## src/lshs_pkg.sv

```systemverilog
// ----------------------------------------------------------------------------
// lshs_pkg: shared types and constants of the limit switch homing sequencer
// Sizes, function codes, step reset values and the word formats that pass
// between the axis lanes, the merge stage and the output buffer.
// ----------------------------------------------------------------------------
package lshs_pkg;

   localparam int NUM_AXES       = 8;
   localparam int NUM_PHASES     = 6;
   localparam int SETPOINT_WIDTH = 32;

   localparam int NUM_REGS     = 6;
   localparam int NUM_SWITCHES = 8;
   localparam int OUT_AXES     = 8;
   localparam int OUT_W        = 32;
   localparam int VALUE_W      = 32;
   localparam int STEP_W       = 16;
   localparam int FUNC_W       = 2;
   localparam int AXIS_W       = 3;
   localparam int PHASE_OUT_W  = 3;
   localparam int REG_IDX_W    = 3;
   localparam int PHASE_W      = $clog2(NUM_PHASES + 1);

   typedef enum logic [FUNC_W-1:0] {
      FUNC_LOAD  = 2'd0,
      FUNC_START = 2'd1,
      FUNC_TICK  = 2'd2
   } func_type;

   localparam logic [NUM_REGS-1:0][STEP_W-1:0] STEP_RESET = {
      16'd1, 16'd1, 16'd1, 16'd5, 16'd5, 16'd5
   };

   typedef logic [SETPOINT_WIDTH-1:0] setpoint_type;

   typedef struct packed {
      logic              tick;
      logic              outward;
      logic [STEP_W-1:0] step;
   } lane_cmd_type;

   typedef struct packed {
      logic [PHASE_OUT_W-1:0] phase;
      logic                   busy;
      logic                   done;
   } status_type;

   typedef struct packed {
      logic [OUT_AXES-1:0][OUT_W-1:0] setpoint;
      status_type                     status;
   } result_type;

   function automatic setpoint_type to_setpoint(input logic signed [VALUE_W-1:0] v);
      logic signed [63:0] w;
      w = 64'(v);
      return w[SETPOINT_WIDTH-1:0];
   endfunction

   function automatic logic [OUT_W-1:0] to_out(input setpoint_type sp);
      logic [63:0] w;
      w = 64'(sp);
      return w[OUT_W-1:0];
   endfunction

endpackage

```

## src/lshs_lane.sv

```systemverilog
// ----------------------------------------------------------------------------
// lshs_lane: one axis of the homing sequencer
// Holds the axis setpoint, applies loads and phase steps, and reports
// whether its switch already sits where the current phase wants it.
// ----------------------------------------------------------------------------
module lshs_lane (
   input  logic                  clock,
   input  logic                  reset,
   input  lshs_pkg::lane_cmd_type cmd,
   input  logic                  load_en,
   input  lshs_pkg::setpoint_type load_value,
   input  logic                  sw,
   output logic                  settled,
   output lshs_pkg::setpoint_type setpoint_in
);

   lshs_pkg::setpoint_type setpoint_ff;
   lshs_pkg::setpoint_type step_ext;

   assign step_ext = lshs_pkg::SETPOINT_WIDTH'(cmd.step);
   assign settled  = cmd.outward ? sw : !sw;

   always_comb begin
      setpoint_in = setpoint_ff;
      if (load_en) begin
         setpoint_in = load_value;
      end else if (cmd.tick) begin
         if (cmd.outward && !sw) begin
            setpoint_in = setpoint_ff + step_ext;
         end else if (!cmd.outward && sw) begin
            setpoint_in = setpoint_ff - step_ext;
         end
      end
   end

   always_ff @(posedge clock) begin
      if (reset) begin
         setpoint_ff <= '0;
      end else begin
         setpoint_ff <= setpoint_in;
      end
   end

endmodule

```

## src/lshs_merge.sv

```systemverilog
// ----------------------------------------------------------------------------
// lshs_merge: phase control of the homing sequencer
// Combines the settled flags of all lanes, advances the phase, holds the
// per-phase step registers and drives the common lane command.
// ----------------------------------------------------------------------------
module lshs_merge (
   input  logic                                   clock,
   input  logic                                   reset,
   input  logic                                   accept,
   input  lshs_pkg::func_type                     func,
   input  logic [lshs_pkg::NUM_AXES-1:0]          settled,
   input  logic                                   csr_write,
   input  logic [lshs_pkg::REG_IDX_W-1:0]         csr_index,
   input  logic [lshs_pkg::STEP_W-1:0]            csr_wdata,
   output lshs_pkg::lane_cmd_type                 cmd,
   output lshs_pkg::status_type                   status,
   output logic                                   running
);

   logic [lshs_pkg::PHASE_W-1:0]                       phase_ff;
   logic [lshs_pkg::PHASE_W-1:0]                       phase_in;
   logic                                               running_ff;
   logic                                               running_in;
   logic [lshs_pkg::NUM_REGS-1:0][lshs_pkg::STEP_W-1:0] step_ff;
   logic [lshs_pkg::REG_IDX_W-1:0]                     step_idx;
   logic [lshs_pkg::PHASE_W:0]                         phase_inc;
   logic                                               all_settled;
   logic                                               done;

   assign all_settled = &settled;
   assign phase_inc   = {1'b0, phase_ff} + (lshs_pkg::PHASE_W + 1)'(1);
   assign running     = running_ff;

   always_comb begin
      if ({1'b0, phase_ff} < (lshs_pkg::PHASE_W + 1)'(lshs_pkg::NUM_REGS)) begin
         step_idx = lshs_pkg::REG_IDX_W'(phase_ff);
      end else begin
         step_idx = lshs_pkg::REG_IDX_W'(lshs_pkg::NUM_REGS - 1);
      end
   end

   always_comb begin
      cmd.tick    = accept && (func == lshs_pkg::FUNC_TICK) && running_ff;
      cmd.outward = !phase_ff[0];
      cmd.step    = step_ff[step_idx];
   end

   always_comb begin
      phase_in   = phase_ff;
      running_in = running_ff;
      done       = 1'b0;
      if (accept) begin
         case (func)
            lshs_pkg::FUNC_START: begin
               phase_in   = '0;
               running_in = 1'b1;
            end
            lshs_pkg::FUNC_TICK: begin
               if (running_ff && all_settled) begin
                  if (phase_inc >= (lshs_pkg::PHASE_W + 1)'(lshs_pkg::NUM_PHASES)) begin
                     phase_in   = lshs_pkg::PHASE_W'(lshs_pkg::NUM_PHASES);
                     running_in = 1'b0;
                     done       = 1'b1;
                  end else begin
                     phase_in = phase_inc[lshs_pkg::PHASE_W-1:0];
                  end
               end
            end
            default: begin
            end
         endcase
      end
   end

   always_comb begin
      status.phase = lshs_pkg::PHASE_OUT_W'(phase_in);
      status.busy  = running_in;
      status.done  = done;
   end

   always_ff @(posedge clock) begin
      if (reset) begin
         phase_ff   <= '0;
         running_ff <= 1'b0;
         step_ff    <= lshs_pkg::STEP_RESET;
      end else begin
         phase_ff   <= phase_in;
         running_ff <= running_in;
         if (csr_write && (csr_index < lshs_pkg::REG_IDX_W'(lshs_pkg::NUM_REGS))) begin
            step_ff[csr_index] <= csr_wdata;
         end
      end
   end

endmodule

```

## src/lshs_out.sv

```systemverilog
// ----------------------------------------------------------------------------
// lshs_out: result buffer of the homing sequencer
// Output register plus one skid entry, so a new word is taken while the
// previous result still waits on a stalled consumer.
// ----------------------------------------------------------------------------
module lshs_out (
   input  logic                 clock,
   input  logic                 reset,
   input  logic                 push,
   input  lshs_pkg::result_type push_data,
   input  logic                 rsp_stall,
   output logic                 rsp_valid,
   output lshs_pkg::result_type rsp_data,
   output logic                 full
);

   logic                 out_valid_ff;
   logic                 out_valid_in;
   lshs_pkg::result_type out_data_ff;
   lshs_pkg::result_type out_data_in;
   logic                 skid_valid_ff;
   logic                 skid_valid_in;
   lshs_pkg::result_type skid_data_ff;
   lshs_pkg::result_type skid_data_in;
   logic                 out_free;

   assign out_free  = !out_valid_ff || !rsp_stall;
   assign rsp_valid = out_valid_ff;
   assign rsp_data  = out_data_ff;
   assign full      = skid_valid_ff;

   always_comb begin
      out_valid_in  = out_valid_ff;
      out_data_in   = out_data_ff;
      skid_valid_in = skid_valid_ff;
      skid_data_in  = skid_data_ff;
      if (out_free) begin
         if (skid_valid_ff) begin
            out_valid_in  = 1'b1;
            out_data_in   = skid_data_ff;
            skid_valid_in = 1'b0;
         end else begin
            out_valid_in = push;
            out_data_in  = push_data;
         end
      end else if (push) begin
         skid_valid_in = 1'b1;
         skid_data_in  = push_data;
      end
   end

   always_ff @(posedge clock) begin
      if (reset) begin
         out_valid_ff  <= 1'b0;
         skid_valid_ff <= 1'b0;
      end else begin
         out_valid_ff  <= out_valid_in;
         skid_valid_ff <= skid_valid_in;
      end
      out_data_ff  <= out_data_in;
      skid_data_ff <= skid_data_in;
   end

endmodule

```

## src/limit_switch_homing_sequencer_unit.sv

```systemverilog
// ----------------------------------------------------------------------------
// limit_switch_homing_sequencer_unit: eight-axis multi-pass homing sequencer
// Axis lanes, phase merge stage and result buffer.
// ----------------------------------------------------------------------------
// The block takes one word per clock while req_stall is low and gives one
// result word for each: every axis has its own adder lane that updates its
// setpoint in the accepting cycle, the merge stage decides the phase change in
// the same cycle, and the result lands in an output register backed by one
// skid entry, so req_stall rises only when both hold unread results.
// Configuration writes are always ready and take effect on the next word.
module limit_switch_homing_sequencer_unit (
   input  logic                                 clock,
   input  logic                                 reset,
   input  logic                                 req_valid,
   output logic                                 req_stall,
   input  logic [lshs_pkg::FUNC_W-1:0]          req_func,
   input  logic [lshs_pkg::AXIS_W-1:0]          req_axis,
   input  logic signed [lshs_pkg::VALUE_W-1:0]  req_value,
   input  logic [lshs_pkg::NUM_SWITCHES-1:0]    req_switches,
   output logic                                 rsp_valid,
   input  logic                                 rsp_stall,
   output logic signed [lshs_pkg::OUT_W-1:0]    rsp_setpoint_0,
   output logic signed [lshs_pkg::OUT_W-1:0]    rsp_setpoint_1,
   output logic signed [lshs_pkg::OUT_W-1:0]    rsp_setpoint_2,
   output logic signed [lshs_pkg::OUT_W-1:0]    rsp_setpoint_3,
   output logic signed [lshs_pkg::OUT_W-1:0]    rsp_setpoint_4,
   output logic signed [lshs_pkg::OUT_W-1:0]    rsp_setpoint_5,
   output logic signed [lshs_pkg::OUT_W-1:0]    rsp_setpoint_6,
   output logic signed [lshs_pkg::OUT_W-1:0]    rsp_setpoint_7,
   output logic [lshs_pkg::PHASE_OUT_W-1:0]     rsp_phase,
   output logic                                 rsp_busy_res,
   output logic                                 rsp_done_res,
   input  logic                                 csr_valid,
   output logic                                 csr_ready,
   input  logic [lshs_pkg::REG_IDX_W-1:0]       csr_index,
   input  logic [lshs_pkg::STEP_W-1:0]          csr_wdata
);

   logic                            accept;
   lshs_pkg::func_type              func;
   lshs_pkg::lane_cmd_type          cmd;
   lshs_pkg::status_type            status;
   logic                            running;
   logic [lshs_pkg::NUM_AXES-1:0]   settled;
   lshs_pkg::setpoint_type          load_value;
   lshs_pkg::result_type            result;
   lshs_pkg::result_type            rsp_data;
   logic                            full;

   assign accept     = req_valid && !req_stall;
   assign req_stall  = full;
   assign csr_ready  = 1'b1;
   assign func       = lshs_pkg::func_type'(req_func);
   assign load_value = lshs_pkg::to_setpoint(req_value);

   lshs_merge u_merge (
      .clock     (clock),
      .reset     (reset),
      .accept    (accept),
      .func      (func),
      .settled   (settled),
      .csr_write (csr_valid && csr_ready),
      .csr_index (csr_index),
      .csr_wdata (csr_wdata),
      .cmd       (cmd),
      .status    (status),
      .running   (running)
   );

   for (genvar k = 0; k < lshs_pkg::OUT_AXES; k++) begin : g_axis
      if (k < lshs_pkg::NUM_AXES) begin : g_lane
         logic                   sw;
         logic                   load_en;
         lshs_pkg::setpoint_type setpoint_in;

         if (k < lshs_pkg::NUM_SWITCHES) begin : g_sw
            assign sw = req_switches[k];
         end else begin : g_nosw
            assign sw = 1'b0;
         end

         assign load_en = accept && (func == lshs_pkg::FUNC_LOAD)
                          && (req_axis == lshs_pkg::AXIS_W'(k));

         lshs_lane u_lane (
            .clock       (clock),
            .reset       (reset),
            .cmd         (cmd),
            .load_en     (load_en),
            .load_value  (load_value),
            .sw          (sw),
            .settled     (settled[k]),
            .setpoint_in (setpoint_in)
         );

         assign result.setpoint[k] = lshs_pkg::to_out(setpoint_in);
      end else begin : g_empty
         assign result.setpoint[k] = '0;
      end
   end

   assign result.status = status;

   lshs_out u_out (
      .clock     (clock),
      .reset     (reset),
      .push      (accept),
      .push_data (result),
      .rsp_stall (rsp_stall),
      .rsp_valid (rsp_valid),
      .rsp_data  (rsp_data),
      .full      (full)
   );

   assign rsp_setpoint_0 = rsp_data.setpoint[0];
   assign rsp_setpoint_1 = rsp_data.setpoint[1];
   assign rsp_setpoint_2 = rsp_data.setpoint[2];
   assign rsp_setpoint_3 = rsp_data.setpoint[3];
   assign rsp_setpoint_4 = rsp_data.setpoint[4];
   assign rsp_setpoint_5 = rsp_data.setpoint[5];
   assign rsp_setpoint_6 = rsp_data.setpoint[6];
   assign rsp_setpoint_7 = rsp_data.setpoint[7];
   assign rsp_phase      = rsp_data.status.phase;
   assign rsp_busy_res   = rsp_data.status.busy;
   assign rsp_done_res   = rsp_data.status.done;

`ifndef SYNTHESIS
   a_done_idle: assert property (@(posedge clock) disable iff (reset)
      rsp_valid && rsp_done_res |-> !rsp_busy_res
         && (rsp_phase == lshs_pkg::PHASE_OUT_W'(lshs_pkg::NUM_PHASES)))
      else $error("done result while busy or short of the last phase");

   a_skid_behind_out: assert property (@(posedge clock) disable iff (reset)
      full |-> rsp_valid)
      else $error("skid entry holds a word while the output register is empty");

   a_start_runs: assert property (@(posedge clock) disable iff (reset)
      accept && (func == lshs_pkg::FUNC_START) |=> running)
      else $error("start word did not begin a homing sequence");

   a_tick_needs_run: assert property (@(posedge clock) disable iff (reset)
      cmd.tick |-> running)
      else $error("lanes stepped while no sequence runs");
`endif

endmodule

```

## config.mk

```make
export PLATFORM = sky130hd
export DESIGN_NAME = limit_switch_homing_sequencer_unit
export DESIGN_NICKNAME = d
export VERILOG_FILES = /design/src/lshs_pkg.sv /design/src/lshs_lane.sv /design/src/lshs_merge.sv /design/src/lshs_out.sv /design/src/limit_switch_homing_sequencer_unit.sv
export SDC_FILE = /design/constraint.sdc
export NUM_CORES = 2
export LEC_CHECK = 0
export BUFFER_PORTS_ARGS = -buffer_cell sky130_fd_sc_hd__buf_2
export CORE_AREA = 2 2 319 321
export DETAILED_ROUTE_END_ITERATION = 8
export DIE_AREA = 0 0 321 323
export GPL_TIMING_DRIVEN = 0
export PLACE_DENSITY = 0.76
export SYNTH_ARGS = -nofsm -noshare
export SYNTH_HDL_FRONTEND = slang
export SYNTH_SLANG_ARGS = --single-unit
```

## constraint.sdc

```tcl
create_clock -name clock -period 73.9 [get_ports clock]
set_input_delay 3.695 -clock clock [delete_from_list [all_inputs] [get_ports clock]]
set_output_delay 3.695 -clock clock [all_outputs]
set_load 0.01 [all_outputs]
```

Yosys cells after proc, flatten, opt, wreduce, memory -nomap -nowiden
Index checks and enable logic that the tools add are counted.
{"block": "word_totals", "regBits": 880, "latch_bits": 0, "ramBits": 0, "rom_bits": 0, "inputBits": 69, "out_inout_bits": 264, "wordCells": 182, "mem_count": 0}
{"block": "classes", "add_sub_neg": 17, "mul": 0, "div": 0, "order_cmp": 6, "eq_ne": 9, "shift": 0, "n_mux": 60, "bitwise_logic": 1, "reduce_logical": 49}
{"operator": "$mux W32", "n": 32}
{"operator": "$mux W261", "n": 1}
{"operator": "$add A32 B16 Y32", "n": 8}
{"operator": "$sub A32 B16 Y32", "n": 8}
{"operator": "$bwmux W96", "n": 1}
{"operator": "$bmux W16 S3", "n": 1}
{"operator": "$demux W16 S3", "n": 1}
{"operator": "$mux W16", "n": 2}
{"operator": "$logic_and A1 B1 Y1", "n": 31}
{"operator": "$mux W1", "n": 16}
{"operator": "$eq A3 B3 Y1 const B", "n": 4}
{"operator": "$logic_not A1 Y1", "n": 12}
{"operator": "$mux W3", "n": 4}
{"operator": "$lt A3 B4 Y1 const B", "n": 2}
{"operator": "$reduce_and A8 Y1", "n": 1}
{"operator": "$eq A3 B2 Y1 const B", "n": 2}
{"operator": "$lt A3 B3 Y1 const B", "n": 2}
{"operator": "$pmux W3 S2", "n": 1}
{"operator": "$add A3 B1 Y4 const B", "n": 1}
{"operator": "$ge A4 B3 Y1 const B", "n": 1}
{"operator": "$eq A3 B1 Y1 const B", "n": 1}
{"operator": "$ge A3 B1 Y1 const B", "n": 1}
{"operator": "$logic_not A3 Y1", "n": 1}
{"operator": "$eq A2 B1 Y1 const B", "n": 1}
{"operator": "7 further kinds", "n": 7}

Depth between registers and ports, before layout
{"block": "depth", "ltp_word": 10, "depth_mapped": 19, "depth_no_buf": 17}

Modules after synthesis
Synthesis repeated with hierarchy kept, for this count alone.
{"block": "hier_totals", "cells_unflattened": 6407, "area_unflattened_um2": 59404.5}
{"module": "lshs_out", "n_inst": 1, "cells_per_inst": 819, "area_per_inst_um2": 19626.3, "seq_area_each_um2": 15715.1}
{"module": "lshs_lane (g_axis[4].g_lane.u_lane ...)", "n_inst": 3, "cells_per_inst": 630, "area_per_inst_um2": 4448.0, "seq_area_each_um2": 640.6}
{"module": "lshs_lane (g_axis[1].g_lane.u_lane ...)", "n_inst": 3, "cells_per_inst": 639, "area_per_inst_um2": 4428.0, "seq_area_each_um2": 640.6}
{"module": "lshs_merge", "n_inst": 1, "cells_per_inst": 565, "area_per_inst_um2": 4529.3, "seq_area_each_um2": 2001.9}
{"module": "lshs_lane (g_axis[7].g_lane.u_lane)", "n_inst": 1, "cells_per_inst": 601, "area_per_inst_um2": 4282.9, "seq_area_each_um2": 640.6}
{"module": "lshs_lane (g_axis[0].g_lane.u_lane)", "n_inst": 1, "cells_per_inst": 599, "area_per_inst_um2": 4222.8, "seq_area_each_um2": 640.6}
{"module": "limit_switch_homing_sequencer_unit", "n_inst": 1, "cells_per_inst": 16, "area_per_inst_um2": 115.1, "seq_area_each_um2": 0.0}

Worst setup path after synthesis
Ideal clock, no wire load.
{"block": "synth_path", "kind": "input port to flip-flop", "start": "in rsp_stall", "end": "reg u_out.skid_data_ff[0] (netlist name) (enable)", "setup_time_ps": 3399, "arrival_time_ps": 28138, "required_time_ps": 70501, "slack_ps": 42362, "cell_stages": 2, "path_buffers": 0, "path_cell_list": "nand2_1 > nor2b_1"}
{"block": "synth_via", "elab_chain_len": 4}
{"element": "from (decl)", "line_no": "limit_switch_homing_sequencer_unit.sv:21", "rtl": "input logic rsp_stall,"}
{"element": "$logic_not A1 Y1", "line_no": "lshs_out.sv:27", "rtl": "assign out_free = !out_valid_ff || !rsp_stall;"}
{"element": "$logic_or A1 B1 Y1", "line_no": "lshs_out.sv:27"}
{"element": "$not A1 Y1 (no source line)"}
{"element": "$reduce_and A2 Y1 (no source line)"}
{"element": "to (signal assigned)", "line_no": "lshs_out.sv:61", "rtl": "skid_data_ff <= skid_data_in;"}
{"element": "to (decl)", "line_no": "lshs_out.sv:23", "rtl": "lshs_pkg::result_type skid_data_ff;"}
Every way passes these cells.
A chain may end at the register's enable or synchronous reset.

Worst setup path in the final report
{"block": "layout_path", "start": "in req_func[0] (netlist name)", "end": "reg u_out.out_data_ff, in the netlist u_out.rsp_data[129], data pin"}
{"block": "layout_via", "elab_chain_len": 6, "word_cells_on_any_way": 9, "classes_between": "eq/ne: 1; mux: 3; reduce/logical: 5"}
{"element": "from (decl)", "line_no": "limit_switch_homing_sequencer_unit.sv:16", "rtl": "input logic [lshs_pkg::FUNC_W-1:0] req_func,"}
{"element": "$eq A2 B2 Y1", "line_no": "lshs_merge.sv:43", "rtl": "cmd.tick = accept && (func == lshs_pkg::FUNC_TICK) && running_ff;"}
{"element": "$logic_and A1 B1 Y1 (2 in series)", "line_no": "lshs_merge.sv:43"}
{"element": "$mux W32", "line_no": "lshs_lane.sv:27", "rtl": "end else if (cmd.tick) begin"}
{"element": "$mux W32 *", "line_no": "lshs_lane.sv:25", "rtl": "if (load_en) begin"}
{"element": "$mux W261 *", "line_no": "lshs_out.sv:38", "rtl": "if (skid_valid_ff) begin"}
{"element": "to (signal assigned)", "line_no": "lshs_out.sv:60", "rtl": "out_data_ff <= out_data_in;"}
{"element": "to (decl)", "line_no": "lshs_out.sv:19", "rtl": "lshs_pkg::result_type out_data_ff;"}
Every way passes the cells marked *; elsewhere a longest branch is shown, timed or not.

==> results.md <==
* Status: complete, but fails checks
* Failing checks: DRC, capacitance limit, slew limit
* Vias at 55500
* Hold_ws at 455 ps
* CP most frequent cell: clkbuf_1
* Wire per inst at 31.8 um
* Worst slack at placement at 63740 ps
* Starting Density at 54.2%
* CTS hold repair buffers at 0
* Worst slew margin at -12.6%
* Max Fclk at 97.8 MHz
* CP max-delay cell: clkbuf_1
* Non-Filler Instances at 8086
* Pin count of the biggest net entering global routing at 75
* P per Cell Area at 19.3 nW/um^2
* Global placer's final weighted congestion at 1.06
* Post-synth ARST share at 0%
* Area of the die at 104000 um^2
* Crit end category: register
* CP arrival at 10560 ps
* Peak VDD IR at 0.0000255 V
* Net Sw Power at 336 uW
* H-tree depth at 3
* Fin area at 62000 um^2
* Cell variety after synth at 104
* Initial antenna violation count at 47
* Clock transition at path regs at 60 ps
* GRT Residual Overflow at 0
* Period Utilization, post-route at 13.8%
* IO Pins at 333
* Initial DRC count at 9067
* CTS sink count at 880
* Placed cell count at 7855
* Share of cells above drive strength 1 at 10.7%
* Rows at 117
* Sw Ratio at 28.0%
* Power, Total at 1.20 mW
* Crit-path leading delay family: buffers and inverters
* Die width at 321 um
* HP Class: reg -> reg
* Syn_area_per_cell at 8.80 um^2
* Synthesized Nets at 6606
* Clk root buf: clkbuf_16
* Sequential power share at 45.3%
* CTS tree: yes
* Post CTS Setup Buffer Count at 0
* Max Cap Violations at 20
* Vias in the first global route at 50300
* All-Layer GR Usage at 48.0%
* DR DRC count at 3
* Seq/Total Area, Yosys at 41.8%
* Drt pass-1 iters at 9
* Startpoint class of the critical path: primary input
* CTS buffer count at 94
* Final WS setup at 63680 ps
* Critical path class: in -> reg
* P&R area growth vs syn at 13.6%
* Vias/cell at 6.87
* Mapped cell area at 54600 um^2
* Hold Fails Final Rpt at 0
* Ys Warns at 0
* Final Critical Period at 10220 ps
* CTS Buffer Depth at 3
* Comb pwr share at 12.6%
* Buf/Inv on CP at 8
* Post-cts sizing count at 0
* CP peak stage delay at 1220 ps
* Fin util at 61.6%
* Die Span Y at 323 um
* Antenna-violating nets left at 0
* #FFs+latches synth at 880
* Worst-margin pin slew at 1690 ps
* # setup viols final at 0
* Post-Syn Instances at 6207
* Clock latency at the later pin of the worst-skew pair at 740 ps
* Clk pwr share at 42.1%
* Final WL at 257000 um
* Final Skew at 38.6 ps
* Most used flip-flop cell after synthesis: edfxtp_1
* Final net count at 7043
* First-pass GRT wire length at 357000 um
* Port Buffers at 309
* EDFF count, synth at 522
* HPWL Detailed at 182000 um
* Critical Path RT at 74240 ps
* Leak at 26.3 nW
* Setup_tns at 0 ps
* CP max FO at 10
* Total core area at 101000 um^2
* Unrepaired setup endpoints after global routing: false
* Placed Instance Area at 58600 um^2
* CP Cell Sequence: buf_2 -> inv_1 -> ha_1 -> clkbuf_2 -> and4b_1 -> buf_2 -> clkbuf_1 -> clkbuf_1 -> clkbuf_1 -> buf_1 -> nand3_1 -> xor2_1 -> o31ai_1
* Max-slew violations at 199
* Int Power at 864 uW
==> worst min-delay path: cells and delay by family (launching register included) <==
family,cells,cell delay [ps]
DFF,1,310
AOI/OAI and AO/OA,1,50
and+or+nand+nor,1,50
==> layout by cell type, fill, tap and decap left out, types with 41 or more instances in the layout <==
master / Yosys / final
a211oi_1: 52 / 52
a21o_1: 62 / 62
a21oi_1: 492 / 486
a22oi_1: 56 / 56
a31oi_1: 67 / 66
and3_1: 63 / 63
buf_2: 15 / 327
clkbuf_1: 311 / 292
clkbuf_16: 0 / 95
dfxtp_1: 358 / 357
diode_2: 0 / 52
edfxtp_1: 522 / 522
ha_1: 314 / 314
inv_1: 334 / 332
mux2_2: 59 / 59
mux2i_1: 56 / 56
nand2_1: 728 / 727
nand2b_1: 54 / 54
nand3_1: 146 / 146
nand4_1: 48 / 48
nor2_1: 626 / 626
nor2b_1: 129 / 128
nor3_1: 140 / 138
nor4_1: 70 / 68
o211ai_1: 68 / 68
o21ai_0: 407 / 407
o21bai_1: 41 / 41
o22ai_1: 84 / 84
o31ai_1: 51 / 51
or3_1: 43 / 43
xnor2_1: 128 / 128
xor2_1: 64 / 64
==> layer usage <==
layer	track usage [%]	wire (um)	up-vias
met5	0	255	-
met4	38.6	23000	36
met3	17.6	38900	1130
met1	59.6	91300	26300
li1	-	-	23500
met2	66.9	104000	4570
==> Yosys cell counts, types with 129 or more instances <==
cell type	number	area, um^2
nand2_1	728	2730
nor2_1	626	2350
edfxtp_1	522	15700
a21oi_1	492	2460
o21ai_0	407	2040
dfxtp_1	358	7170
inv_1	334	1250
ha_1	314	3930
clkbuf_1	311	1170
nand3_1	146	731
nor3_1	140	701
nor2b_1	129	807
==> path summary, 6_finish.rpt <==
| path | slack (ps) | endpoint | cells after the start | from |
|---|---|---|---|---|
| max | 63680 | u_out.rsp_data[129] | 13 | req_func[0] |
| min | 460 | u_merge.step_ff[31] | 2 | u_merge.step_ff[31] |
| max reg2reg | 64450 | u_out.rsp_data[160] | 16 | u_merge.phase_ff[0] |
| min reg2reg | 460 | u_merge.step_ff[31] | 2 | u_merge.step_ff[31] |
==> layout make-up <==
class / instances / area (um^2)
Clock inverter: 65 / 736
Fill cell: 8782 / 38700
Multi-Input combinational cell: 4630 / 29200
Tap cell: 1309 / 1640
Clock buffer: 112 / 2510
Buffer: 356 / 1410
Sequential cell: 880 / 22800
Timing Repair Buffer: 341 / 2240
Inverter: 341 / 1280
Antenna cell: 52 / 130
==> power groups by stage <==
stage	clock, mW	combinational (mW)	sequential [mW]
after floorplan	0	0.0737	0.563
after global placement	0	0.139	0.561
after detailed placement	0	0.143	0.554
after CTS	0.503	0.144	0.544
after global routing	0.520	0.157	0.545
final	0.505	0.151	0.544
==> logic make-up after synthesis <==
kind of cell             synth area share (%)
multiplexers                             2.53
flip-flops                               41.8
other                                 0.00687
buffers and inverters                    4.86
XOR/XNOR                                 3.08
adder cells (fa/ha/maj)                  7.78
AND/OR/NAND/NOR                          19.0
AO/OA/AOI/OAI                            20.9
==> registers in the layout (all words and copies together) (netlist names) <==
register / cells
u_out.full: 1
u_merge.phase_ff: 3
u_out.skid_data_ff: 261
u_out.rsp_valid: 1
u_out.rsp_data: 261
g_axis.g_lane.u_lane.setpoint_ff: 256
u_merge.step_ff: 96
u_merge.running: 1
Note: power is estimated with default switching activity, not from simulation.
